[config.mk]
export PLATFORM = sky130hd
export DESIGN_NAME = compact_peer_list_extractor
export DESIGN_NICKNAME = d
export VERILOG_FILES = /design/src/rtl/cple_pkg.sv /design/src/rtl/cple_keyword_search.sv /design/src/rtl/compact_peer_list_extractor.sv
export SDC_FILE = /design/constraint.sdc
export NUM_CORES = 1
export LEC_CHECK = 0
export BUFFER_PORTS_ARGS = -buffer_cell sky130_fd_sc_hd__buf_2
export CORE_UTILIZATION = 51
export DETAILED_ROUTE_END_ITERATION = 8
export PLACE_DENSITY = 0.81
export SLEW_MARGIN = 30
export SYNTH_ARGS = -nofsm -noshare
export SYNTH_HDL_FRONTEND = slang
export SYNTH_SLANG_ARGS = --single-unit
[constraint.sdc]
create_clock -name aclk -period 5.8 [get_ports aclk]
set_clock_uncertainty 0.1 [all_clocks]
set_input_delay 0.87 -clock aclk [delete_from_list [all_inputs] [get_ports aclk]]
set_output_delay 0.87 -clock aclk [all_outputs]
set_load 0.005 [all_outputs]
[src/rtl/cple_pkg.sv]
// Package for the compact peer list extractor.
// Holds the parse phase type, keyword table, entry constants and the
// control struct between the top level and the keyword search unit.
package cple_pkg;

    // Keyword "peers" and entry layout
    localparam int unsigned KEY_LEN     = 5;
    localparam int unsigned ENTRY_BYTES = 6;
    localparam int unsigned KW_IDX_W    = 3;
    localparam int unsigned CNT_W       = 3;
    localparam int unsigned SHIFT_W     = 8 * (ENTRY_BYTES - 1);
    localparam int unsigned INDEX_W     = 16;

    localparam logic [7:0]         CHAR_COLON = 8'h3A;
    localparam logic [INDEX_W-1:0] INDEX_MAX  = '1;

    // Parse phase; the unused code falls into the default arm (searching)
    typedef enum logic [1:0] {
        PH_SEARCH = 2'd0,
        PH_SKIP   = 2'd1,
        PH_DATA   = 2'd2
    } phase_t;

    // Control from the top level to the keyword search unit
    typedef struct packed {
        logic step;     // one byte taken while searching
        logic restart;  // end of response: clear progress
    } kw_ctrl_t;

    // Letter of "peers" at a given position
    function automatic logic [7:0] kw_char(input logic [KW_IDX_W-1:0] idx);
        logic [7:0] c;
        case (idx)
            3'd0:    c = 8'h70; // p
            3'd1:    c = 8'h65; // e
            3'd2:    c = 8'h65; // e
            3'd3:    c = 8'h72; // r
            3'd4:    c = 8'h73; // s
            default: c = 8'h70;
        endcase
        return c;
    endfunction

endpackage

[src/rtl/cple_keyword_search.sv]
// Keyword search unit of the compact peer list extractor.
// Tracks how many letters of "peers" are matched; depends on cple_pkg.
module cple_keyword_search
    import cple_pkg::*;
(
    input  logic       aclk,
    input  logic       aresetn,
    input  kw_ctrl_t   ctrl,
    input  logic [7:0] data_byte,
    output logic       hit
);

    logic [KW_IDX_W-1:0] progress_reg;
    logic [KW_IDX_W-1:0] progress_next;
    logic [KW_IDX_W-1:0] progress_step;

    // Advance on a match, restart at one on a fresh 'p', else drop to zero
    always_comb begin
        if (data_byte == kw_char(progress_reg)) begin
            progress_step = progress_reg + KW_IDX_W'(1);
        end else if (data_byte == kw_char('0)) begin
            progress_step = KW_IDX_W'(1);
        end else begin
            progress_step = '0;
        end
        hit = (progress_step == KW_IDX_W'(KEY_LEN));
    end

    // Clear at end of response; else hold progress unless a search byte arrives, clearing on a full match
    always_comb begin
        progress_next = progress_reg;
        if (ctrl.restart) begin
            progress_next = '0;
        end else if (ctrl.step) begin
            progress_next = hit ? '0 : progress_step;
        end
    end

    always_ff @(posedge aclk) begin
        if (!aresetn) begin
            progress_reg <= '0;
        end else begin
            progress_reg <= progress_next;
        end
    end

endmodule

[src/rtl/compact_peer_list_extractor.sv]
// Compact peer list extractor takes one byte of a tracker response per beat,
// finds the text "peers", skips through the next colon, and then emits one
// beat per complete 6-byte entry: the address (first byte on top), the
// big-endian port and the entry ordinal, saturating at 65535. A beat with
// tlast ends the response; a trailing partial entry is dropped and the
// parser returns to searching. A byte can be accepted every cycle; the only
// stall comes from the single output register, when a result is held and
// m_tready is low.
// Depends on cple_pkg and cple_keyword_search.
module compact_peer_list_extractor
    import cple_pkg::*;
(
    input  logic        aclk,
    input  logic        aresetn,
    // input bytes
    input  logic        s_tvalid,
    output logic        s_tready,
    input  logic [7:0]  s_tdata,   // [7:0] data_byte
    input  logic        s_tlast,   // end_of_response
    // peer entries
    output logic        m_tvalid,
    input  logic        m_tready,
    output logic [63:0] m_tdata    // [31:0] peer_address, [47:32] peer_port,
                                   // [63:48] peer_index
);

    localparam logic [CNT_W-1:0] LAST_SLOT = CNT_W'(ENTRY_BYTES - 1);

    phase_t              phase_reg,   phase_next;
    logic [CNT_W-1:0]    count_reg,   count_next;
    logic [SHIFT_W-1:0]  shift_reg,   shift_next;
    logic [INDEX_W-1:0]  found_reg,   found_next;
    logic                m_valid_reg, m_valid_next;
    logic [63:0]         m_data_reg,  m_data_next;

    logic     s_accept;
    logic     emit;
    logic     kw_hit;
    kw_ctrl_t kw_ctrl;

    // Take a new byte whenever the output register is free or draining
    assign s_tready = !m_valid_reg || m_tready;
    assign s_accept = s_tvalid && s_tready;

    assign kw_ctrl.step    = s_accept && (phase_reg != PH_SKIP) && (phase_reg != PH_DATA);
    assign kw_ctrl.restart = s_accept && s_tlast;

    cple_keyword_search u_kw (
        .aclk      (aclk),
        .aresetn   (aresetn),
        .ctrl      (kw_ctrl),
        .data_byte (s_tdata),
        .hit       (kw_hit)
    );

    // Parse one byte: search, skip to colon, collect entry bytes
    always_comb begin
        phase_next  = phase_reg;
        count_next  = count_reg;
        shift_next  = shift_reg;
        found_next  = found_reg;
        emit        = 1'b0;
        m_data_next = m_data_reg;
        if (s_accept) begin
            case (phase_reg)
                PH_SKIP: begin
                    if (s_tdata == CHAR_COLON) begin
                        phase_next = PH_DATA;
                        count_next = '0;
                        shift_next = '0;
                    end
                end
                PH_DATA: begin
                    if (count_reg < LAST_SLOT) begin
                        shift_next = {shift_reg[SHIFT_W-9:0], s_tdata};
                        count_next = count_reg + CNT_W'(1);
                    end else begin
                        emit        = 1'b1;
                        m_data_next = {found_reg, shift_reg[7:0], s_tdata,
                                       shift_reg[SHIFT_W-1:8]};
                        if (found_reg != INDEX_MAX) begin
                            found_next = found_reg + INDEX_W'(1);
                        end
                        count_next = '0;
                        shift_next = '0;
                    end
                end
                default: begin
                    phase_next = kw_hit ? PH_SKIP : PH_SEARCH;
                end
            endcase
            // End of response: back to searching, drop any partial entry
            if (s_tlast) begin
                phase_next = PH_SEARCH;
                count_next = '0;
                shift_next = '0;
                found_next = '0;
            end
        end
    end

    // Hold a result until taken, load a new one when an entry completes
    assign m_valid_next = emit || (m_valid_reg && !m_tready);

    always_ff @(posedge aclk) begin
        if (!aresetn) begin
            phase_reg   <= PH_SEARCH;
            count_reg   <= '0;
            shift_reg   <= '0;
            found_reg   <= '0;
            m_valid_reg <= 1'b0;
        end else begin
            phase_reg   <= phase_next;
            count_reg   <= count_next;
            shift_reg   <= shift_next;
            found_reg   <= found_next;
            m_valid_reg <= m_valid_next;
        end
    end

    always_ff @(posedge aclk) begin
        m_data_reg <= m_data_next;
    end

    assign m_tvalid = m_valid_reg;
    assign m_tdata  = m_data_reg;

    // Entry byte count never passes the last slot
    a_count_range: assert property (@(posedge aclk) disable iff (!aresetn)
        count_reg <= LAST_SLOT)
        else $error("entry byte count out of range");

    // A last byte returns the parser to searching with a cleared count
    a_last_resets: assert property (@(posedge aclk) disable iff (!aresetn)
        s_accept && s_tlast |=> phase_reg == PH_SEARCH && found_reg == '0
                                && count_reg == '0)
        else $error("state not cleared after end of response");

    // A new result only follows a byte accepted in the data phase
    a_result_source: assert property (@(posedge aclk) disable iff (!aresetn)
        m_tvalid && !($past(m_tvalid) && !$past(m_tready))
            |-> $past(s_accept) && $past(phase_reg) == PH_DATA)
        else $error("result without a completed entry");

endmodule
==> flow_metrics.tcl, run 1 <==
set metrics [dict create \
    setup-tns-final_ps 0 \
    drtAntennaViolNets 0 \
    die_y_um 102 \
    drtIter0Drc 190 \
    timing.rr.start "phase_reg[0]$_SDFFE_PN0P_" \
    postCtsSetupBuffers 0 \
    place_hpwl_mm 6.33 \
    syn_avg_cell_area_sq_um 11.6 \
    syn-cell-area_sq_mm 0.00510 \
    p_per_area_mw_per_mm2 334 \
    setup.worst_path.class "in -> reg" \
    fin_util 0.632 \
    rr_worst_depth 3 \
    synth_xor_area_frac 0.0120 \
    synth-simple-area-share 0.189 \
    synth.top_cell.area_share 0.377 \
    cts_buffers 17 \
    start_util 0.524 \
    synth_nets 459 \
    synth_area_leaders "edfxtp_1 (38%), dfxtp_1 (26%), a21oi_1 (5.6%)" \
    synth_mux_area_frac 0.00417 \
    end_kind "flop" \
    p_int_mw 1.62 \
    cts_root_buf "clkbuf_8" \
    synth_top_family_by_area "simple AND/OR/NAND/NOR gates" \
    place.gp.congestion 0.824 \
    pwr-share-comb 0.022 \
    start_kind "primary input" \
    cts_tree "yes" \
    cts.repair.resized 0 \
    finalPower_mw 2.05 \
    ys.flop_type "dfxtp_1" \
    p_sw_mw 0.431 \
    grt_max_degree 81 \
    p_clk_frac 0.515 \
    drc 0 \
    yosysWarnings 0 \
    grt_overflow 0 \
    port_buffers 78 \
    boundaryPins 79 \
    routed_wl_mm 9.86 \
    grt.total_usage 0.206 \
    reg2reg_to "m_tdata[49]$_DFFE_PP_" \
    hold_viol_final 0 \
    clock_sinks 129 \
    hold_buffers 0 \
    largest_reg_flops 64 \
    synth-seq-cells 129 \
    async_flop_share 0 \
    maxSlewHeadroom 0.443 \
    critical_path.max_fanout 80 \
    antenna_found_initial 0 \
    cp_data_arrival_time_ps 3040 \
    rows 36 \
    yosysMostFrequentCell "dfxtp_1" \
    syn_inst 440 \
    vias 3629 \
    cts.path.max_buffers 2 \
    grt_pass1_vias 3388 \
    yosysSeqAreaShare 0.632 \
    worst_pin_slew_ps 830 \
    clk_pin_slew_ps 60 \
    clk_latency_ps 520 \
    coreArea_sq_mm 0.00973 \
    pwr-share-seq 0.462 \
    wl_per_cell_um 14.9 \
    synth_cell_types 54 \
    pre_cts_ws_ps 2710 \
    synth_compound_gate_area_share 0.110 \
    rsz0062_at_grt "no" \
    fin_crit_ps 2690 \
    die_x_um 102 \
    synth_edf_count 64 \
    fill_cells 781 \
    nets 535 \
    outcome "finished, final reports clean" \
    period_share 0.464 \
    cp.required_ps 6140 \
    viasPerCell 5.48 \
    cap_violations 0 \
    hold_class "reg -> reg" \
    swShare 0.210 \
    layout_setup_ws_ps 3110 \
    grt_pass1_wl_mm 16.1 \
    dieArea_sq_mm 0.0104 \
    setup_viol 0 \
    synth_largest_area_cell "edfxtp_1" \
    synthTopCellsByCount "dfxtp_1 (65), edfxtp_1 (64), a21oi_1 (57), nand3_1 (45), nand2b_1 (42)" \
    p_leak_nw 2.12 \
    ir_worst_vdd_uv 178 \
    timing.fmax_ghz 0.371 \
    cts_max_level 4 \
    slew_violations 0 \
    drtPass1Iterations 5 \
    endpoint "shift_reg[25]$_SDFFE_PN0P_" \
    r2r_slack_ps 3170 \
    area_growth_pct 20.6 \
    drive_gt1_frac 0.233 \
    synth_fa_ha_area_frac 0.0147 \
    startpoint "s_tdata[0]" \
    diodes 0 \
]
## routing by layer
layer  routed length, um  track usage
met5                   0            0
met4                 146       0.0835
met3                 530       0.0657
met2                4830        0.334
met1                4350        0.255
## power by group through the flow
stage | combinational, mW | sequential [mW] | clock, mW
2_1_floorplan | 0.0347 | 0.969 | 0
3_3_place_gp | 0.0434 | 0.969 | 0
3_5_place_dp | 0.0451 | 0.969 | 0
4_1_cts | 0.0455 | 0.949 | 1.07
5_1_grt | 0.0502 | 0.949 | 1.11
6_report | 0.0458 | 0.949 | 1.06
## critical path: stages
cell and delay [ps]:
buf_2 150, nor4b_2 410, nand4b_1 250, a31oi_4 340, buf_4 570, nand3_1 220, a21oi_1 210
## kinds of logic (layout without fill, tap and decap cells)
| kind of cell | after synthesis | after routing |
|---|---|---|
| multiplexers | 2 | 2 |
| AO/OA/AOI/OAI | 96 | 96 |
| XOR/XNOR | 7 | 7 |
| adder cells (fa/ha/maj) | 6 | 6 |
| buffers and inverters | 36 | 125 |
| flip-flops | 129 | 129 |
| AND/OR/NAND/NOR | 164 | 164 |
## final cells by class
class                      count  area, sq um  area share
timing repair buffer          82          420      0.0684
inverter                      11         41.3     0.00672
clock inverter                15          183      0.0297
multi-input combinational    275         1700       0.277
sequential                   129         3220       0.524
tap                          133          166      0.0271
clock buffer                  17          414      0.0674
## metrics by stage
step	instance area [sq um]	hold WS, ps	std cells
2_1_floorplan	5100	306	440
3_3_place_gp	5550	318	630
3_5_place_dp	5550	319	630
4_1_cts	6150	334	662
5_1_grt	6150	344	662
6_report	6150	334	662
## worst min path at each step
| stage | startpoint | to | slack (ps) | cells after the start |
|---|---|---|---|---|
| after floorplan | found_reg[10]$_SDFFE_PN0P_ | m_tdata[58]$_DFFE_PP_ | 310 | 0 |
| after global placement | shift_reg[38]$_SDFFE_PN0P_ | m_tdata[30]$_DFFE_PP_ | 320 | 0 |
| after detailed placement | shift_reg[35]$_SDFFE_PN0P_ | m_tdata[27]$_DFFE_PP_ | 320 | 0 |
| after CTS | shift_reg[35]$_SDFFE_PN0P_ | m_tdata[27]$_DFFE_PP_ | 330 | 0 |
| after global routing | shift_reg[35]$_SDFFE_PN0P_ | m_tdata[27]$_DFFE_PP_ | 340 | 0 |
| final | shift_reg[39]$_SDFFE_PN0P_ | m_tdata[31]$_DFFE_PP_ | 330 | 0 |
## placed cells by master, fill, tap and decap left out, drive strengths merged, types with 4 or more instances in the layout
master    count
buf          82
dfxtp        65
edfxtp       64
a21oi        57
nand3        45
nand2b       42
clkbuf       17
nor2         16
o21ai        16
inv          15
nand2        14
or3           9
xnor2         6
ha            6
nand4         5
a31oi         5
and3          4
clkinvlp      4
nor4          4
clkinv        4
No activity file was read; power rests on OpenSTA's default activity.
==> run 2: changes to the inputs <==
--- a/config.mk
+++ b/config.mk
@@ -6,9 +6,9 @@
 export NUM_CORES = 1
 export LEC_CHECK = 0
 export BUFFER_PORTS_ARGS = -buffer_cell sky130_fd_sc_hd__buf_2
-export CORE_UTILIZATION = 51
+export CORE_UTILIZATION = 56
 export DETAILED_ROUTE_END_ITERATION = 8
-export PLACE_DENSITY = 0.81
+export PLACE_DENSITY = 0.84
 export SLEW_MARGIN = 30
 export SYNTH_ARGS = -nofsm -noshare
 export SYNTH_HDL_FRONTEND = slang
==> constraint.sdc (replaced) <==
create_clock -name aclk -period 2.6 [get_ports aclk]
set_clock_uncertainty 0.1 [all_clocks]
set_input_delay 0.39 -clock aclk [delete_from_list [all_inputs] [get_ports aclk]]
set_output_delay 0.39 -clock aclk [all_outputs]
set_load 0.005 [all_outputs]
==> run 2 against run 1 <==
Against the previous run:
- register-to-register slack lost 2900 ps
- critical path depth shrank 2
- design area grew 0.69%
- sequential share of layout area shrank 0.32 points
- worst hold slack lost 320 ps
- power grew 120%
- wire length grew 8.4%
- global-route usage grew 2.4 points
- final cell count shrank 3.0%
- largest cell class unchanged
- highest routed layer unchanged
==> flow_metrics.tcl, run 2 (same netlist as run 1, synthesis figures left out) <==
set metrics [dict create \
    clock_sinks 129 \
    place_area_sq_mm 0.00559 \
    maxSlewHeadroom 0.464 \
    ir_worst_vdd_uv 411 \
    crit_family "compound AO/OA/AOI/OAI gates" \
    path_cells "and4_1 > nand2_1 > o41ai_1 > o21ai_0 > a21oi_1" \
    coreArea_sq_mm 0.00876 \
    timing.fmax_ghz 0.435 \
    clk_pin_slew_ps 60 \
    critical_path.max_fanout 8 \
    cts_tree "yes" \
    use_met1 0.311 \
    layout.cells.non_filler 642 \
    cp.required_ps 2930 \
    die_y_um 97.4 \
    grt_use_met2 0.370 \
    grt_pass1_vias 3499 \
    vias 3692 \
    cts.repair.resized 0 \
    outcome "finished, final reports clean" \
    wl_per_cell_um 16.6 \
    cap_violations 0 \
    finalPower_mw 4.62 \
    nets 540 \
    drtPass1Iterations 7 \
    cts_buffers 17 \
    mostFrequentLayoutCell "buf_2" \
    cts.path.max_buffers 2 \
    p_per_area_mw_per_mm2 746 \
    rsz0062_at_grt "no" \
    p_leak_nw 2.16 \
    viasPerCell 5.75 \
    diodes 0 \
    grt_pass1_wl_mm 17.2 \
    area_growth_pct 21.5 \
    grt_max_degree 57 \
    hold_viol_final 0 \
    period_share 0.885 \
    antenna_found_initial 0 \
    postCtsSetupBuffers 0 \
    routed_wl_mm 10.7 \
    rr_worst_depth 5 \
    drtAntennaViolNets 0 \
    largest_reg_flops 64 \
    slew_violations 0 \
    pre_cts_ws_ps 319 \
    boundaryPins 79 \
    hold-path-cell-count 1 \
    place_hpwl_mm 6.67 \
    worst_pin_slew_ps 793 \
    start_util 0.582 \
    die_x_um 97.4 \
    cts_max_level 4 \
    start_kind "flop" \
    fin_area_sq_mm 0.00619 \
    path_buf_inv 0 \
    drc 0 \
    max_stage_delay_ps 740 \
    hold_class "in -> reg" \
    setup_viol 0 \
    dieArea_sq_mm 0.00949 \
    dp_cells 610 \
    drtIter0Drc 263 \
    layout_setup_ws_ps 299 \
    setup-tns-final_ps 0 \
    grt.total_usage 0.229 \
    layout_common_cells "buf_2 (78), edfxtp_1 (64), dfxtp_1 (63), a21oi_1 (57), nand3_1 (45)" \
    grt.busiest_layer "met2" \
    port_buffers 78 \
    grt_overflow 0 \
    clk_latency_ps 500 \
    cp_data_arrival_time_ps 2630 \
    rows 34 \
    crit_path_top_delay_cell "o41ai_1" \
    place.gp.congestion 0.832 \
    setup.worst_path.class "reg -> reg" \
    hold_buffers 0 \
    drive_gt1_frac 0.243 \
    cts_root_buf "clkbuf_8" \
    grt_use_met3 0.0453 \
    fin_crit_ps 2300 \
    end_kind "flop" \
    crit_cells 5 \
]
-- run 2: changes by cell type in the layout (fill, tap and decap cells not counted) --
cell,before,now
dfxtp_2,0,2
nand2b_4,0,1
clkinvlp_4,4,1
dfxtp_1,65,63
buf_12,0,2
buf_4,4,7
bufinv_16,3,2
o21ai_1,1,2
inv_8,0,6
clkinv_2,2,0
nand2b_1,42,41
o21ai_2,1,0
-- run 2: where the power goes --
part / internal (mW) / total, mW / leakage (nW) / switching, mW
Sequential: 2.12 / 2.12 / 1.11 / 0.00119
Combinational: 0.0371 / 0.111 / 0.752 / 0.0736
Clock: 1.42 / 2.39 / 0.295 / 0.972
Total: 3.57 / 4.62 / 2.16 / 1.05
-- run 2: per-stage QoR --
step	utilization	hold slack (ps)
final	0.706	17.6
after global placement	0.638	318
after detailed placement	0.638	317
after CTS	0.706	0.575
after floorplan	-	306
after global routing	0.706	8.33
-- run 2: worst paths after layout --
path	from	end	slack [ps]
worst max-delay path	found_reg[6]$_SDFFE_PN0P_	found_reg[4]$_SDFFE_PN0P_	300
worst min-delay path	s_tdata[7]	m_tdata[39]$_DFFE_PP_	20
worst max register to register	found_reg[6]$_SDFFE_PN0P_	found_reg[4]$_SDFFE_PN0P_	300
worst min register to register	shift_reg[38]$_SDFFE_PN0P_	m_tdata[30]$_DFFE_PP_	340
-- run 2: per-layer routing --
metal	wire length [um]	part of all wire
met1	4760	0.45
met2	5220	0.49
met4	125	0.012
met3	580	0.054
met5	0	0
-- run 2: layout make-up --
| cell class | count | area (sq um) |
|---|---|---|
| inverters | 11 | 41.3 |
| clock inverters | 15 | 188 |
| well taps | 108 | 135 |
| flip-flops and latches | 129 | 3230 |
| repair buffers | 87 | 483 |
| multi-input cells | 275 | 1700 |
| clock buffers | 17 | 414 |
| fillers | 562 | 2570 |
==> run 3: changes to the inputs <==
--- a/config.mk
+++ b/config.mk
@@ -12,4 +12,5 @@
 export SLEW_MARGIN = 30
 export SYNTH_ARGS = -nofsm -noshare
 export SYNTH_HDL_FRONTEND = slang
+export SYNTH_HIERARCHICAL = 1
 export SYNTH_SLANG_ARGS = --single-unit
==> run 3 against run 2 <==
Against the previous run:
- combinational power hardly changed
- via count is 5.7% higher
- non-clock buffer count is 3 higher
- maximum frequency is 6.8% lower
- flip-flop and latch count stayed put
- worst hold slack better by 21 ps
- sequential share of layout area is 0.48 points higher
- register-to-register slack worse by 170 ps
- die area is 1.1% lower
- highest routed layer unchanged
- largest power group unchanged
- synthesized area is 1.2% lower
==> flow_metrics.tcl, run 3 <==
set metrics [dict create \
    grt_pass1_wl_mm 17.3 \
    syn_inst 441 \
    drc 0 \
    yosysWarnings 6 \
    vias 3904 \
    drtIter0Drc 345 \
    synth_largest_area_cell "edfxtp_1" \
    p_per_area_mw_per_mm2 737 \
    cts_max_level 4 \
    cts_root_buf "clkbuf_8" \
    yosysSeqAreaShare 0.640 \
    rsz0062_at_grt "no" \
    nets 543 \
    synthTopCellsByCount "dfxtp_1 (65), edfxtp_1 (64), a21oi_1 (54), o21ai_0 (53), nand3_1 (48)" \
    drtPass1Iterations 5 \
    startpoint "u_kw/progress_reg[1]$_SDFFE_PP0P_" \
    worst_pin_slew_ps 607 \
    grt_max_degree 59 \
    routed_wl_mm 11.0 \
    synth.top_cell.area_share 0.382 \
    boundaryPins 79 \
    place_hpwl_mm 6.54 \
    cts.path.max_buffers 2 \
    timing.rr.start "u_kw/progress_reg[1]$_SDFFE_PP0P_" \
    ys.flop_type "dfxtp_1" \
    grt.total_usage 0.234 \
    cp.required_ps 2960 \
    synth_nets 460 \
    outcome "finished, final reports clean" \
    synth_cell_types 55 \
    syn-cell-area_sq_mm 0.00504 \
    r2r_slack_ps 130 \
    coreArea_sq_mm 0.00872 \
    setup_viol 0 \
    wl_per_cell_um 17.0 \
    diodes 0 \
    fin_crit_ps 2470 \
    hold_class "in -> reg" \
    clk_pin_slew_ps 60 \
    hold-path-cell-count 1 \
    grt_overflow 0 \
    synth-seq-cells 129 \
    die_x_um 96.8 \
    layout_common_cells "buf_2 (78), dfxtp_1 (64), edfxtp_1 (64), a21oi_1 (54), o21ai_0 (53)" \
    viasPerCell 6.05 \
    synth_area_leaders "edfxtp_1 (38%), dfxtp_1 (26%), a21oi_1 (5.4%)" \
    cts_buffers 17 \
    cap_violations 0 \
    port_buffers 78 \
    async_flop_share 0 \
    place.gp.congestion 0.854 \
    p_leak_nw 2.36 \
    start_kind "flop" \
    hold_start "s_tdata[4]" \
    rows 34 \
    ir_worst_vdd_uv 498 \
    syn_avg_cell_area_sq_um 11.4 \
    clock_sinks 129 \
    largest_reg_flops 64 \
    mostFrequentLayoutCell "buf_2" \
    dieArea_sq_mm 0.00938 \
    yosysMostFrequentCell "dfxtp_1" \
    start_util 0.578 \
    critical_path.max_fanout 4 \
    die_y_um 96.8 \
    setup-tns-final_ps 0 \
    synth_edf_count 64 \
    drive_gt1_frac 0.248 \
    drtAntennaViolNets 0 \
    rr_worst_depth 9 \
    area_growth_pct 21.7 \
    place_area_sq_mm 0.00549 \
    cts_tree "yes" \
    grt_pass1_vias 3634 \
    timing.fmax_ghz 0.405 \
    antenna_found_initial 0 \
    maxSlewHeadroom 0.592 \
    slew_violations 0 \
    period_share 0.950 \
    hold_viol_final 0 \
    fin_area_sq_mm 0.00613 \
    cp_data_arrival_time_ps 2830 \
    setup.worst_path.class "reg -> reg" \
    clk_latency_ps 530 \
    end_kind "flop" \
]
[run 3: cell types whose count changed after synthesis, moves of 4 or more]
cell	before	now
and3_1	4	0
nand2_1	14	19
nand2b_1	42	4
a31oi_1	4	0
o21ai_0	14	53
clkbuf_1	14	19
[run 3: layout make-up]
cell class / instances / area, sq um
flip-flops and latches: 129 / 3220
fillers: 581 / 2590
multi-input cells: 275 / 1650
repair buffers: 90 / 503
clock buffers: 20 / 445
well taps: 108 / 135
clock inverters: 12 / 131
inverters: 11 / 41.3
[run 3: per-layer routing]
layer  up-vias  part of all wire  global-route usage
met1      1866              0.40               0.279
met5         -                 0                   0
met2       194              0.51               0.392
li1       1815                 -                   -
met4         0             0.025               0.116
met3        29             0.063              0.0621
[run 3: path summary, 6_finish.rpt]
check	end
setup / recovery	phase_reg[0]$_SDFFE_PN0P_
hold / removal	m_tdata[36]$_DFFE_PP_
setup reg to reg	phase_reg[0]$_SDFFE_PN0P_
hold reg to reg	m_tdata[27]$_DFFE_PP_
[run 3: logic make-up (layout without fill, tap and decap cells)]
logic type	Yosys count	after routing	share of synthesized area
buffers and inverters	37	133	0.0358
flip-flops	129	129	0.640
XOR/XNOR	4	4	0.00696
multiplexers	1	1	0.00199
AND/OR/NAND/NOR	128	128	0.141
adder cells (fa/ha/maj)	6	6	0.0149
AO/OA/AOI/OAI	136	136	0.159
[run 3: worst max-delay path: stages (launching register included)]
cell,delay [ps]
dfxtp_1,400
inv_1,90
ha_1,230
o41a_1,450
a221oi_4,370
nand2_2,130
nor4_4,240
nand3_1,110
a21boi_1,150
o21a_1,130
[run 3: stage by stage]
stage / total power, mW / hold WS [ps] / utilization / setup WS (ps) / instances
2_1_floorplan: 2.23 / 302 / - / 45.5 / 441
3_3_place_gp: 2.26 / 312 / 0.630 / 271 / 608
3_5_place_dp: 2.27 / 309 / 0.630 / 55.1 / 608
4_1_cts: 4.52 / 22.5 / 0.700 / 96.1 / 644
5_1_grt: 4.62 / 37.6 / 0.703 / 24.2 / 645
6_report: 4.52 / 38.8 / 0.703 / 131 / 645
[run 3: what timing repair did]
item | in CTS | in global routing
hold endpoints to repair | 4 | 0
setup buffers | 0 | 1
resized for setup | 0 | 4
hold buffers | 4 | 0
setup endpoints to repair | 0 | 1
[run 3: report_power, final]
group | internal, mW | switching [mW]
sequential | 2.12 | 0.00159
combinational | 0.0305 | 0.0837
clock | 1.42 | 0.872
total | 3.56 | 0.958
